### src/hdl/dqmm_pkg.sv
// Shared types, constants and index helpers for the min/max deque.
package dqmm_pkg;

  localparam int CAPACITY = 16;
  localparam int DATA_W   = 32;
  localparam int COUNT_W  = 5;
  localparam int IDX_W    = $clog2(CAPACITY);
  localparam int CNT_W    = $clog2(CAPACITY + 1);
  localparam int SUM_W    = IDX_W + 1;

  typedef enum logic [1:0] {
    CMD_PUSH_FRONT = 2'd0,
    CMD_PUSH_BACK  = 2'd1,
    CMD_POP_FRONT  = 2'd2,
    CMD_POP_BACK   = 2'd3
  } cmd_t;

  typedef struct packed {
    cmd_t                     cmd;
    logic signed [DATA_W-1:0] value;
  } in_t;

  typedef struct packed {
    logic signed [DATA_W-1:0] front_value;
    logic signed [DATA_W-1:0] back_value;
    logic signed [DATA_W-1:0] min_value;
    logic signed [DATA_W-1:0] max_value;
    logic [COUNT_W-1:0]       count;
    logic                     empty_error;
    logic                     full_error;
  } out_t;

  typedef struct packed {
    logic              we;
    logic [IDX_W-1:0]  waddr;
    logic [DATA_W-1:0] wdata;
    logic              re;
    logic [IDX_W-1:0]  raddr;
  } mem_req_t;

  function automatic logic [IDX_W-1:0] idx_inc(input logic [IDX_W-1:0] x);
    return (x == IDX_W'(CAPACITY - 1)) ? '0 : IDX_W'(x + 1'b1);
  endfunction

  function automatic logic [IDX_W-1:0] idx_dec(input logic [IDX_W-1:0] x);
    return (x == '0) ? IDX_W'(CAPACITY - 1) : IDX_W'(x - 1'b1);
  endfunction

endpackage

### src/hdl/dqmm_store.sv
// Ring entry store: one write port, one read port with registered data.
module dqmm_store
  import dqmm_pkg::*;
(
  input  logic                     clk,
  input  mem_req_t                 req,
  output logic signed [DATA_W-1:0] rd_data
);

  logic [DATA_W-1:0] mem [CAPACITY];

  always_ff @(posedge clk) begin
    if (req.we) begin
      mem[req.waddr] <= req.wdata;
    end
    if (req.re) begin
      rd_data <= mem[req.raddr];
    end
  end

endmodule

### src/hdl/deque_with_min_max_top.sv
// Top level of the bounded deque with front/back/min/max report.
//
// in_data beat: cmd (push front, push back, pop front, pop back) and value.
// out_data beat: front, back, min, max of held entries, count and the
// empty/full error flags; exactly one out beat per in beat, in order.
// Both channels are valid/ready.
//
// The command is applied first, then a scan over the held
// entries through the store's single read port, one entry per cycle, with
// one shared min/max comparator pair. Each entry is compared once its
// registered read data returns; after the last, the FSM enters S_DONE and
// raises out_valid once the out register is free. in_ready returns with
// out_valid, so a new item is taken only after the last report is
// registered. An empty queue reports zeros without a scan.
//
// The out register holds a finished beat while the receiver stalls; the
// next item may be accepted meanwhile, and its result waits until the
// register is free. Reset empties the queue (front 0, count 0); the store
// contents are not cleared and are never read before being written.
module deque_with_min_max_top
  import dqmm_pkg::*;
(
  input  logic clk,
  input  logic rst,
  input  logic in_valid,
  output logic in_ready,
  input  in_t  in_data,
  output logic out_valid,
  input  logic out_ready,
  output out_t out_data
);

  typedef enum logic [2:0] {
    S_IDLE = 3'b001,
    S_SCAN = 3'b010,
    S_DONE = 3'b100
  } state_t;

  state_t            state;
  logic [IDX_W-1:0]  front_index;
  logic [IDX_W-1:0]  front_index_next;
  logic [CNT_W-1:0]  held_count;
  logic [CNT_W-1:0]  held_count_next;
  logic [CNT_W-1:0]  issue_off;
  logic [IDX_W-1:0]  rd_ptr;
  logic              data_vld;
  logic              data_first;
  logic              data_last;
  logic              empty_err;
  logic              full_err;
  logic              in_fire;
  logic [SUM_W-1:0]  back_sum;
  logic [IDX_W-1:0]  back_slot;
  logic signed [DATA_W-1:0] rd_data;
  mem_req_t          mem_req;
  out_t              res;

  assign in_ready = (state == S_IDLE);
  assign in_fire  = in_valid && in_ready;

  assign back_sum  = SUM_W'(front_index) + SUM_W'(held_count);
  assign back_slot = (back_sum >= SUM_W'(CAPACITY)) ? IDX_W'(back_sum - SUM_W'(CAPACITY))
                                                    : IDX_W'(back_sum);

  always_comb begin
    front_index_next = front_index;
    held_count_next  = held_count;
    empty_err        = 1'b0;
    full_err         = 1'b0;
    mem_req.we       = 1'b0;
    mem_req.waddr    = back_slot;
    mem_req.wdata    = in_data.value;
    unique case (in_data.cmd)
      CMD_PUSH_FRONT: begin
        if (held_count == CNT_W'(CAPACITY)) begin
          full_err = 1'b1;
        end else begin
          front_index_next = idx_dec(front_index);
          mem_req.we       = in_fire;
          mem_req.waddr    = front_index_next;
          held_count_next  = CNT_W'(held_count + 1'b1);
        end
      end
      CMD_PUSH_BACK: begin
        if (held_count == CNT_W'(CAPACITY)) begin
          full_err = 1'b1;
        end else begin
          mem_req.we      = in_fire;
          held_count_next = CNT_W'(held_count + 1'b1);
        end
      end
      CMD_POP_FRONT: begin
        if (held_count == '0) begin
          empty_err = 1'b1;
        end else begin
          front_index_next = idx_inc(front_index);
          held_count_next  = CNT_W'(held_count - 1'b1);
        end
      end
      CMD_POP_BACK: begin
        if (held_count == '0) begin
          empty_err = 1'b1;
        end else begin
          held_count_next = CNT_W'(held_count - 1'b1);
        end
      end
      default: begin
      end
    endcase
    mem_req.re    = (state == S_SCAN) && (issue_off != held_count);
    mem_req.raddr = rd_ptr;
  end

  dqmm_store u_store (
    .clk     (clk),
    .req     (mem_req),
    .rd_data (rd_data)
  );

  // control
  always_ff @(posedge clk) begin
    if (rst) begin
      state       <= S_IDLE;
      front_index <= '0;
      held_count  <= '0;
      issue_off   <= '0;
      data_vld    <= 1'b0;
      out_valid   <= 1'b0;
    end else begin
      data_vld <= mem_req.re;
      if (state == S_DONE && (!out_valid || out_ready)) begin
        out_valid <= 1'b1;
      end else if (out_ready) begin
        out_valid <= 1'b0;
      end
      unique case (state)
        S_IDLE: begin
          if (in_fire) begin
            front_index <= front_index_next;
            held_count  <= held_count_next;
            issue_off   <= '0;
            state       <= (held_count_next == '0) ? S_DONE : S_SCAN;
          end
        end
        S_SCAN: begin
          if (mem_req.re) begin
            issue_off <= CNT_W'(issue_off + 1'b1);
          end
          if (data_vld && data_last) begin
            state <= S_DONE;
          end
        end
        S_DONE: begin
          if (!out_valid || out_ready) begin
            state <= S_IDLE;
          end
        end
        default: state <= S_IDLE;
      endcase
    end
  end

  // datapath
  always_ff @(posedge clk) begin
    data_first <= (issue_off == '0);
    data_last  <= (issue_off == CNT_W'(held_count - 1'b1));
    if (in_fire) begin
      rd_ptr          <= front_index_next;
      res.front_value <= '0;
      res.back_value  <= '0;
      res.min_value   <= '0;
      res.max_value   <= '0;
      res.count       <= COUNT_W'(held_count_next);
      res.empty_error <= empty_err;
      res.full_error  <= full_err;
    end else if (mem_req.re) begin
      rd_ptr <= idx_inc(rd_ptr);
    end
    if (data_vld) begin
      if (data_first) begin
        res.front_value <= rd_data;
        res.min_value   <= rd_data;
        res.max_value   <= rd_data;
      end else begin
        if (rd_data < res.min_value) begin
          res.min_value <= rd_data;
        end
        if (rd_data > res.max_value) begin
          res.max_value <= rd_data;
        end
      end
      if (data_last) begin
        res.back_value <= rd_data;
      end
    end
    if (state == S_DONE && (!out_valid || out_ready)) begin
      out_data <= res;
    end
  end

endmodule

### config.mk
export PLATFORM = sky130hd
export DESIGN_NAME = deque_with_min_max_top
export DESIGN_NICKNAME = d
export VERILOG_FILES = /design/src/hdl/dqmm_pkg.sv /design/src/hdl/dqmm_store.sv /design/src/hdl/deque_with_min_max_top.sv
export SDC_FILE = /design/constraint.sdc
export NUM_CORES = 1
export LEC_CHECK = 0
export ABC_CLOCK_PERIOD_IN_PS = 8900
export BUFFER_PORTS_ARGS = -buffer_cell sky130_fd_sc_hd__buf_4
export CAP_MARGIN = 20
export CORE_ASPECT_RATIO = 1.75
export CORE_MARGIN = 2
export CORE_UTILIZATION = 56
export CTS_CLUSTER_SIZE = 20
export DETAILED_ROUTE_END_ITERATION = 8
export PLACE_DENSITY = 0.71
export SETUP_SLACK_MARGIN = 0.02
export SLEW_MARGIN = 0
export SYNTH_ARGS = -nofsm -noshare
export SYNTH_HDL_FRONTEND = slang
export SYNTH_HIERARCHICAL = 1
export SYNTH_SLANG_ARGS = --single-unit
export TNS_END_PERCENT = 100
### constraint.sdc
create_clock -name clk -period 8.9 [get_ports clk]
set_input_delay 1.335 -clock clk [delete_from_list [all_inputs] [get_ports clk]]
set_output_delay 1.335 -clock clk [all_outputs]
set_load 0.005 [all_outputs]
After elaboration in Yosys (flattened, before gate mapping)

Memories as Yosys holds them, arrays and structs flattened. A register that Yosys moved wholly into a read port is not among the register bits.
Cells that the tools add are included.

Flip-flop bits (word level): 295
Memory bits (writable): 512
Input bits: 38
Output and inout port bits: 137
Word-level logic and storage cells: 108
Memories: 1

$add $sub $neg: 8
$lt $le $gt $ge: 3
Eq/ne operators: 15
Mux-type cells: 39
Reduce and logical (&&, ||, !) cells: 19

Memory list:

| name        | depth | width | rd ports | clocked after Yosys merged registers in | write ports | RTL line         | source |
|---|---|---|---|---|---|---|---|
| u_store.mem | 16    | 32    | 1        | 1                                       | 1           | dqmm_store.sv:10 | `logic [DATA_W-1:0] mem [CAPACITY];` |

Operator list:

| cell                                                  | count |
|---|---|
| 2-to-1 mux 135 bit                                    | 1 |
| 2-to-1 mux 128 bit                                    | 1 |
| 2-to-1 mux 32 bit                                     | 4 |
| 2-to-1 mux 64 bit                                     | 1 |
| 2-to-1 mux 4 bit                                      | 9 |
| > comparator 32 bit                                   | 1 |
| less-than comparator 32 bit                           | 1 |
| 2-to-1 mux 5 bit                                      | 5 |
| case mux 5 bit (2 select lines)                       | 2 |
| zero test 5 bit                                       | 3 |
| 2-to-1 mux 3 bit                                      | 4 |
| adder 5 x 1 -> 5 bit, second input constant           | 2 |
| 2-to-1 mux 1 bit                                      | 9 |
| case mux 3 bit (3 select lines)                       | 1 |
| adder 4 x 1 -> 4 bit, second input constant           | 2 |
| == test 4 bit, second input constant                  | 2 |
| case mux 4 bit (2 select lines)                       | 1 |
| subtractor 4 x 1 -> 4 bit, second input constant      | 2 |
| inequality test 2 x 1 -> 1 bit, second input constant | 3 |
| AND reduction 3 bit                                   | 2 |
| nonzero test 2 bit                                    | 3 |
| adder 4 x 5 -> 5 bit                                  | 1 |
| == test 5 bit                                         | 1 |
| == test 5 bit, second input constant                  | 1 |
| 17 further kinds                                      | 22 |

Longest topological paths before layout

Gate-level depths: netlist of run 1.

Depth after elaboration: 7
Depth in mapped cells: 12
Mapped depth without buffers: 10

By module

Netlist of run 1, hierarchy kept.

Modules (own cells, without submodules):

| module                 | instances | cells each | area each (µm²) | seq. area each (µm²) |
|---|---|---|---|---|
| dqmm_store             | 1         | 838        | 20155.6         | 16335.7 |
| deque_with_min_max_top | 1         | 1078       | 12325.6         | 7367.1 |

Worst setup path before layout of run 1

OpenSTA, ideal clock, no wires.

Path type: input -> register
Start point: input out_ready
End point: register out_data[0] in the netlist's numbering, enable pin
Setup time: 631 ps
Arrival time: 7009 ps
Required time: 8269 ps
Slack: 1260 ps
Cell stages on the path: 2
Path buffers: 0
Path through: nor2b_1 nor2_1

Cells in the longest elaborated chain, start to end: 2

RTL lines:

| what                 | RTL line                      | source |
|---|---|---|
| from (decl)          | deque_with_min_max_top.sv:29  | `input logic out_ready,` |
| logical OR 1 bit     | deque_with_min_max_top.sv:196 | `if (state == S_DONE && (!out_valid \|\| out_ready)) begin` |
| logical AND 1 bit    | deque_with_min_max_top.sv:196 |  |
| to (signal assigned) | deque_with_min_max_top.sv:197 | `out_data <= res;` |
| to (decl)            | deque_with_min_max_top.sv:30  | `output out_t out_data` |

No other way between the ends.
A chain may end at the register's enable or synchronous reset.

==> flow_summary_export.csv, run 1 <==
group,metric,value,unit
power,seq_power_share,52.3,%
cts,root_buffer,"clkbuf_16",
timing,max_freq,0.2216,GHz
floorplan,start_util,56.66,%
yosys,synth_top_area_share,63.79,%
cts,clkSinkCount,839,
status,status,"completed",
yosys,synth_cell_types,66,
yosys,syn-cell-area,32480,sq um
critical_path,crit_required,9110,ps
timing,maxSlewViolCount,0,
detailed_routing,avgRoutedWirePerCell,23.06,microns
yosys,ys_seq_area_share,72.97,%
floorplan,io_pins,175,
detailed_routing,route.vias.total,16980,
critical_path,arrival,4730,ps
yosys,synth_top_family_by_area,"multiplexers",
floorplan,die_w,186.1,microns
cts,cts_tree,"done",
place,numPortBuffers,174,
global_route,grt_max_degree,93,
cts,insertion_delay,610,ps
power,comb_power_share,13.1,%
cts,post_cts_buffers,0,
critical_path,path_class,"register to register",
floorplan,rows,116,
cells_and_area,syn2layout_area_growth,13.81,%
timing,maxSlewHeadroom,26.06,%
yosys,synth-edff-count,690,
critical_path,cp-start-kind,"register",
critical_path,critPathMaxFanout,32,
detailed_routing,drtIter0Drc,1228,
min_path,hold_path_class,"register to register",
timing,max_slew.worst_pin.slew,1107,ps
detailed_routing,routed_via_density,5.815,
global_route,grt_pass1_vias,17395,
place,place_area,34700,sq um
cts,cts_hold_buffers,0,
power,power.density,230.2,nW/um^2
cts,cts_resized,0,
power,peakVddDrop,0.0001304,V
cts,cts_max_level,3,
global_route,grt_pass1_wl,101100,microns
yosys,synth_mux_area_share,11.51,%
yosys,synth_most_common_cell,"edfxtp_1",
yosys,synth_common_cells,"690 x edfxtp_1, 190 x nand2_1, 149 x dfxtp_1",
yosys,synthSimpleGateAreaFrac,5.131,%
yosys,synth_compound_area_share,4.669,%
global_route,grt_usage,22.77,%
critical_path,reg2reg_slack,4390,ps
cts,path_clk_slew,70,ps
power,p_leak,12.65,nW
cells_and_area,drive_gt1_share,24.34,%
yosys,avgSynthCellArea,16.95,sq um
min_path,hp-start,"res[0]",
yosys,synth_area_leader_cell,"edfxtp_1",
yosys,synth_warnings,6,
cts,cts_buffer_depth,3,
place,gp_congestion,0.8602,
timing,fin_crit,4513,ps
timing,setup_viol,0,
place,hpwl,43190,microns
critical_path,rr_startpoint,"held_count[0]",
floorplan,core_area,57330,sq um
yosys,ys_seq_elements,839,
yosys,synthXorXnorAreaFrac,0.5123,%
place,placedCellCount,2791,
run,cap_violations,0,
cells_and_area,fin_nets,2213,
cells_and_area,diodes,0,
yosys,ys.flop_type,"edfxtp_1",
yosys,syn_inst,1916,
detailed_routing,detail-route-antenna-nets,0,
global_route,antenna_found_initial,0,
floorplan,die_area,60020,sq um
timing,hold_viol,0,
power,p_int,0.006447,W
timing,finalClockSkew,20.37,ps
detailed_routing,drc,0,
critical_path,worst_setup_path_end_kind,"register",
floorplan,die_y,322.6,microns
cells_and_area,postLayoutCellArea,36970,sq um
min_path,hold-path-endpoint,"out_data[0]",
yosys,synth_fa_ha_area_share,2.912,%
power,clockPowerShare,34.6,%
cells_and_area,utilization,64.48,%
yosys,async_flop_share,0,%
timing,rsz0062_at_grt,"false",
yosys,yosys-top-cells-area,"edfxtp_1 64%, dfxtp_1 9.2%, mux4_2 8.9%",
timing,fin_tns_setup,0,ps
global_route,grt-ovfl-total,0,
cells_and_area,nFillCells,3914,
power,switching_power,0.002063,W
timing,finalCritPeriodShare,50.71,%
critical_path,r2r_end,"u_store/mem[3][19]",
detailed_routing,dr.pass1.iters,5,
yosys,syn_nets,2029,
power,fin_total_pwr,0.008510,W
power,p_sw_share,24.25,%
cells_and_area,final_cells,2920,
detailed_routing,routed_wl,67340,microns
critical_path,rr_worst_depth,9,
min_path,hold_depth,0,
cts,cts_made_buffers,69,
[registers in the layout, summed over array words and instances, names as in the netlist]
signal and count:
u_store/mem 512, out_data 135, res 135, u_store/rd_data 32, held_count 5, issue_off 5
front_index 4, rd_ptr 4, state 3, data_first 1, data_last 1, data_vld 1
out_valid 1
[power groups by stage]
stage / sequential (W) / combinational, W / clock [W]
floorplan: 0.00451 / 0.000785 / 0
global placement: 0.00453 / 0.00109 / 0
detailed placement: 0.00453 / 0.00112 / 0
CTS: 0.00445 / 0.00112 / 0.00300
global route: 0.00446 / 0.00121 / 0.00313
finish: 0.00445 / 0.00111 / 0.00295
[cells by family after synthesis]
| kind of cell | after synthesis |
|---|---|
| DFF | 839 |
| and+or+nand+nor | 381 |
| AOI/OAI and AO/OA | 238 |
| muxes | 195 |
| buffers and inverters | 169 |
| adders and majority gates | 75 |
| xor gates and xnor gates | 19 |
[placed cells by master (no fill, tap or decap), types with 17 or more instances in the layout]
cell | Yosys | layout
nand2_1 | 190 | 189
a22oi_1 | 64 | 64
inv_1 | 77 | 77
ha_1 | 74 | 74
nor2_1 | 107 | 93
a21oi_1 | 38 | 38
buf_4 | 9 | 193
edfxtp_1 | 690 | 690
clkbuf_16 | 0 | 72
mux4_2 | 128 | 128
o21ai_0 | 81 | 81
mux2_4 | 29 | 29
dfxtp_1 | 149 | 149
mux2_2 | 32 | 32
nand4_1 | 17 | 17
[critical path, stage by stage, from the launching register on]
cell     delay (ps)
dfxtp_1         550
inv_1           170
ha_1            330
nor3b_1         210
nand2_1         130
nand2_1         120
nor2_1          420
mux2i_1         750
nand2_1         460
nor2_4          960
[per-layer routing]
| layer | up-vias | wire length [microns] | GRT usage (%) |
|---|---|---|---|
| met5 | - | 0 | 0 |
| met1 | 8588 | 25370 | 27.17 |
| met2 | 538 | 36510 | 41.41 |
| met4 | 0 | 2283 | 8.976 |
| met3 | 136 | 3178 | 3.048 |
| li1 | 7718 | - | - |
[final cells by class]
type	instances	area [sq um]	share of cell area, %
Multi-Input combinational cell	908	8163	22.08
Tap cell	767	959.7	2.596
Clock inverter	37	306.5	0.8292
Inverter	78	294.0	0.7954
Timing Repair Buffer	204	1684	4.556
Clock buffer	87	1858	5.026
Sequential cell	839	23700	64.12
[worst max-delay path by stage]
stage / from / endpoint / slack, ps
after floorplan: out_ready / out_data[0] / 1260
after global placement: in_data[33] / u_store/mem[7][13] / 4250
after detailed placement: in_data[33] / u_store/mem[15][16] / 4160
after CTS: held_count[0] / u_store/mem[3][19] / 4400
after global routing: held_count[0] / u_store/mem[3][18] / 4060
final: held_count[0] / u_store/mem[3][19] / 4390
[per-stage QoR]
stage | worst slack (ps) | hold slack (ps)
2_1_floorplan | 1260 | 400.3
3_3_place_gp | 4253 | 401.4
3_5_place_dp | 4157 | 406.3
4_1_cts | 4395 | 422.4
5_1_grt | 4060 | 424.0
6_report | 4387 | 422.6
Power figures use the tool's default switching activity.
==> run 2: changes to the inputs <==
- ABC_CLOCK_PERIOD_IN_PS: 8900 -> 4700
- clock period: 8.9 -> 4.7 ns (I/O delays scaled with it)
==> flow_summary_export.csv, run 2 (synthesis results as in run 1) <==
group,metric,value,unit
status,status,"completed",
detailed_routing,drc,0,
timing,rsz0062_at_grt,"false",
detailed_routing,routed_via_density,5.806,
power,fin_total_pwr,0.01625,W
floorplan,die_y,322.6,microns
min_path,hold_path_class,"input pin to register",
power,p_leak,12.75,nW
critical_path,reg2reg_slack,780,ps
floorplan,io_pins,175,
cts,path_clk_slew,70,ps
critical_path,crit_end,"u_store/mem[1][5]",
critical_path,cp-start-kind,"register",
detailed_routing,routed_wl,68200,microns
cts,post_cts_buffers,0,
critical_path,cp_num_cells,10,
power,power.density,437.3,nW/um^2
global_route,grt_pass1_wl,102800,microns
global_route,grt_pass1_vias,17429,
cts,cts_max_level,3,
cts,cts_hold_buffers,0,
critical_path,cpMostUsedCell,"nand2_1",
cts,clkSinkCount,839,
critical_path,startpoint,"held_count[0]",
detailed_routing,route.vias.total,17035,
critical_path,rr_startpoint,"held_count[0]",
power,p_int,0.01232,W
detailed_routing,detail-route-antenna-nets,0,
critical_path,path_class,"register to register",
floorplan,core_area,57330,sq um
critical_path,cp_top_family,"simple AND/OR/NAND/NOR gates",
cells_and_area,largest_register,"u_store/mem",
cts,cts_tree,"done",
cts,cts_resized,0,
power,comb_power_share,13.4,%
timing,hold_viol,0,
critical_path,rr_worst_depth,10,
cts,root_buffer,"clkbuf_16",
critical_path,crit_slowest_cell,"or3b_2",
timing,maxSlewHeadroom,31.33,%
detailed_routing,dr.pass1.iters,7,
place,numPortBuffers,174,
critical_path,worst_setup_path_end_kind,"register",
cts,cts_buffer_depth,3,
timing,fin_tns_setup,0,ps
critical_path,r2r_end,"u_store/mem[1][5]",
critical_path,max_stage_delay,660,ps
cells_and_area,final_common_cell,"edfxtp_1",
power,seq_power_share,51.9,%
run,cap_violations,0,
timing,setup_viol,0,
global_route,grt-ovfl-total,0,
timing,max_freq,0.2554,GHz
cells_and_area,layout_common_cells,"690 x edfxtp_1, 201 x buf_4, 189 x nand2_1",
critical_path,crit_required,5000,ps
timing,maxSlewViolCount,0,
timing,finalCritPeriodShare,83.32,%
detailed_routing,drtIter0Drc,1516,
detailed_routing,avgRoutedWirePerCell,23.24,microns
power,clockPowerShare,34.7,%
global_route,antenna_found_initial,1,
cells_and_area,syn2layout_area_growth,14.39,%
cells_and_area,largest_register_ffs,512,
timing,finalClockSkew,20.71,ps
critical_path,critPathMaxFanout,18,
cts,cts_made_buffers,70,
cells_and_area,drive_gt1_share,24.65,%
global_route,grt_usage,23.16,%
floorplan,start_util,56.66,%
critical_path,cp_num_buf_inv,2,
floorplan,die_area,60020,sq um
critical_path,crit_chain,"inv_1 > ha_1 > nor3b_1 > nand2_1 > nand2_1 > nor2_1 > o21ai_0 > or3b_2 > nor2_4 > buf_12",
cts,insertion_delay,600,ps
global_route,grt_max_degree,132,
place,hpwl,44260,microns
power,peakVddDrop,0.0002934,V
timing,fin_crit,3916,ps
cells_and_area,fin_nets,2225,
floorplan,rows,116,
power,p_sw_share,24.18,%
floorplan,die_w,186.1,microns
timing,max_slew.worst_pin.slew,1029,ps
power,switching_power,0.003929,W
cells_and_area,reg_top3,"u_store/mem: 512 flops, out_data: 135 flops, res: 135 flops",
critical_path,arrival,4220,ps
place,gp_congestion,0.8701,
## run 2: changes by cell type in the layout (fill, tap and decap cells not counted), moves of 2 or more
cell | before | now
buf_12 | 9 | 14
buf_16 | 2 | 0
buf_4 | 193 | 201
clkbuf_1 | 15 | 19
clkbuf_8 | 0 | 6
clkinv_2 | 14 | 10
inv_6 | 4 | 2
nor3_2 | 4 | 0
nor3_4 | 0 | 4
## run 2: worst min path at each step
stage / from / endpoint / slack, ps / cells after the start
2_1_floorplan: res[0] / out_data[0] / 400 / 0
3_3_place_gp: res[0] / out_data[0] / 400 / 0
3_5_place_dp: res[2] / out_data[2] / 410 / 0
4_1_cts: in_data[22] / u_store/mem[4][22] / 390 / 1
5_1_grt: res[3] / out_data[3] / 420 / 0
6_report: in_data[24] / u_store/mem[8][24] / 420 / 1
## run 2: layout make-up
type                            count  area, sq um
Antenna cell                        1        2.502
Clock buffer                       98         1981
Clock inverter                     28        239.0
Fill cell                        3925        20170
Inverter                           78        294.0
Multi-Input combinational cell    908         8188
Sequential cell                   839        23700
Tap cell                          767        959.7
Timing Repair Buffer              215         1789
## run 2: power by group through the flow
stage	Sequential, W	Combinational, W	Clock (W)
floorplan	0.00853	0.00149	0
global placement	0.00858	0.00214	0
detailed placement	0.00859	0.00218	0
CTS	0.00843	0.00219	0.00573
global route	0.00844	0.00234	0.00601
finish	0.00843	0.00218	0.00564
## run 2: per-layer routing
layer	track usage (%)	part of all wire, %	vias to the layer above
met1	27.39	38	8640
met4	8.574	3.2	0
met5	0	0	-
li1	-	-	7751
met2	42.68	55	522
met3	3.048	4.5	122
## run 2: through the flow
step | hold slack (ps) | setup WS (ps) | cell area [sq um] | instances | util (%)
floorplan | 400.3 | 509.6 | 32510 | 1916 | -
global placement | 401.4 | 926.7 | 34930 | 2807 | 60.93
detailed placement | 408.4 | 806.3 | 34930 | 2807 | 60.93
CTS | 394.3 | 780.8 | 37150 | 2933 | 64.81
global route | 419.8 | 445.9 | 37160 | 2934 | 64.81
finish | 415.5 | 783.9 | 37160 | 2934 | 64.81
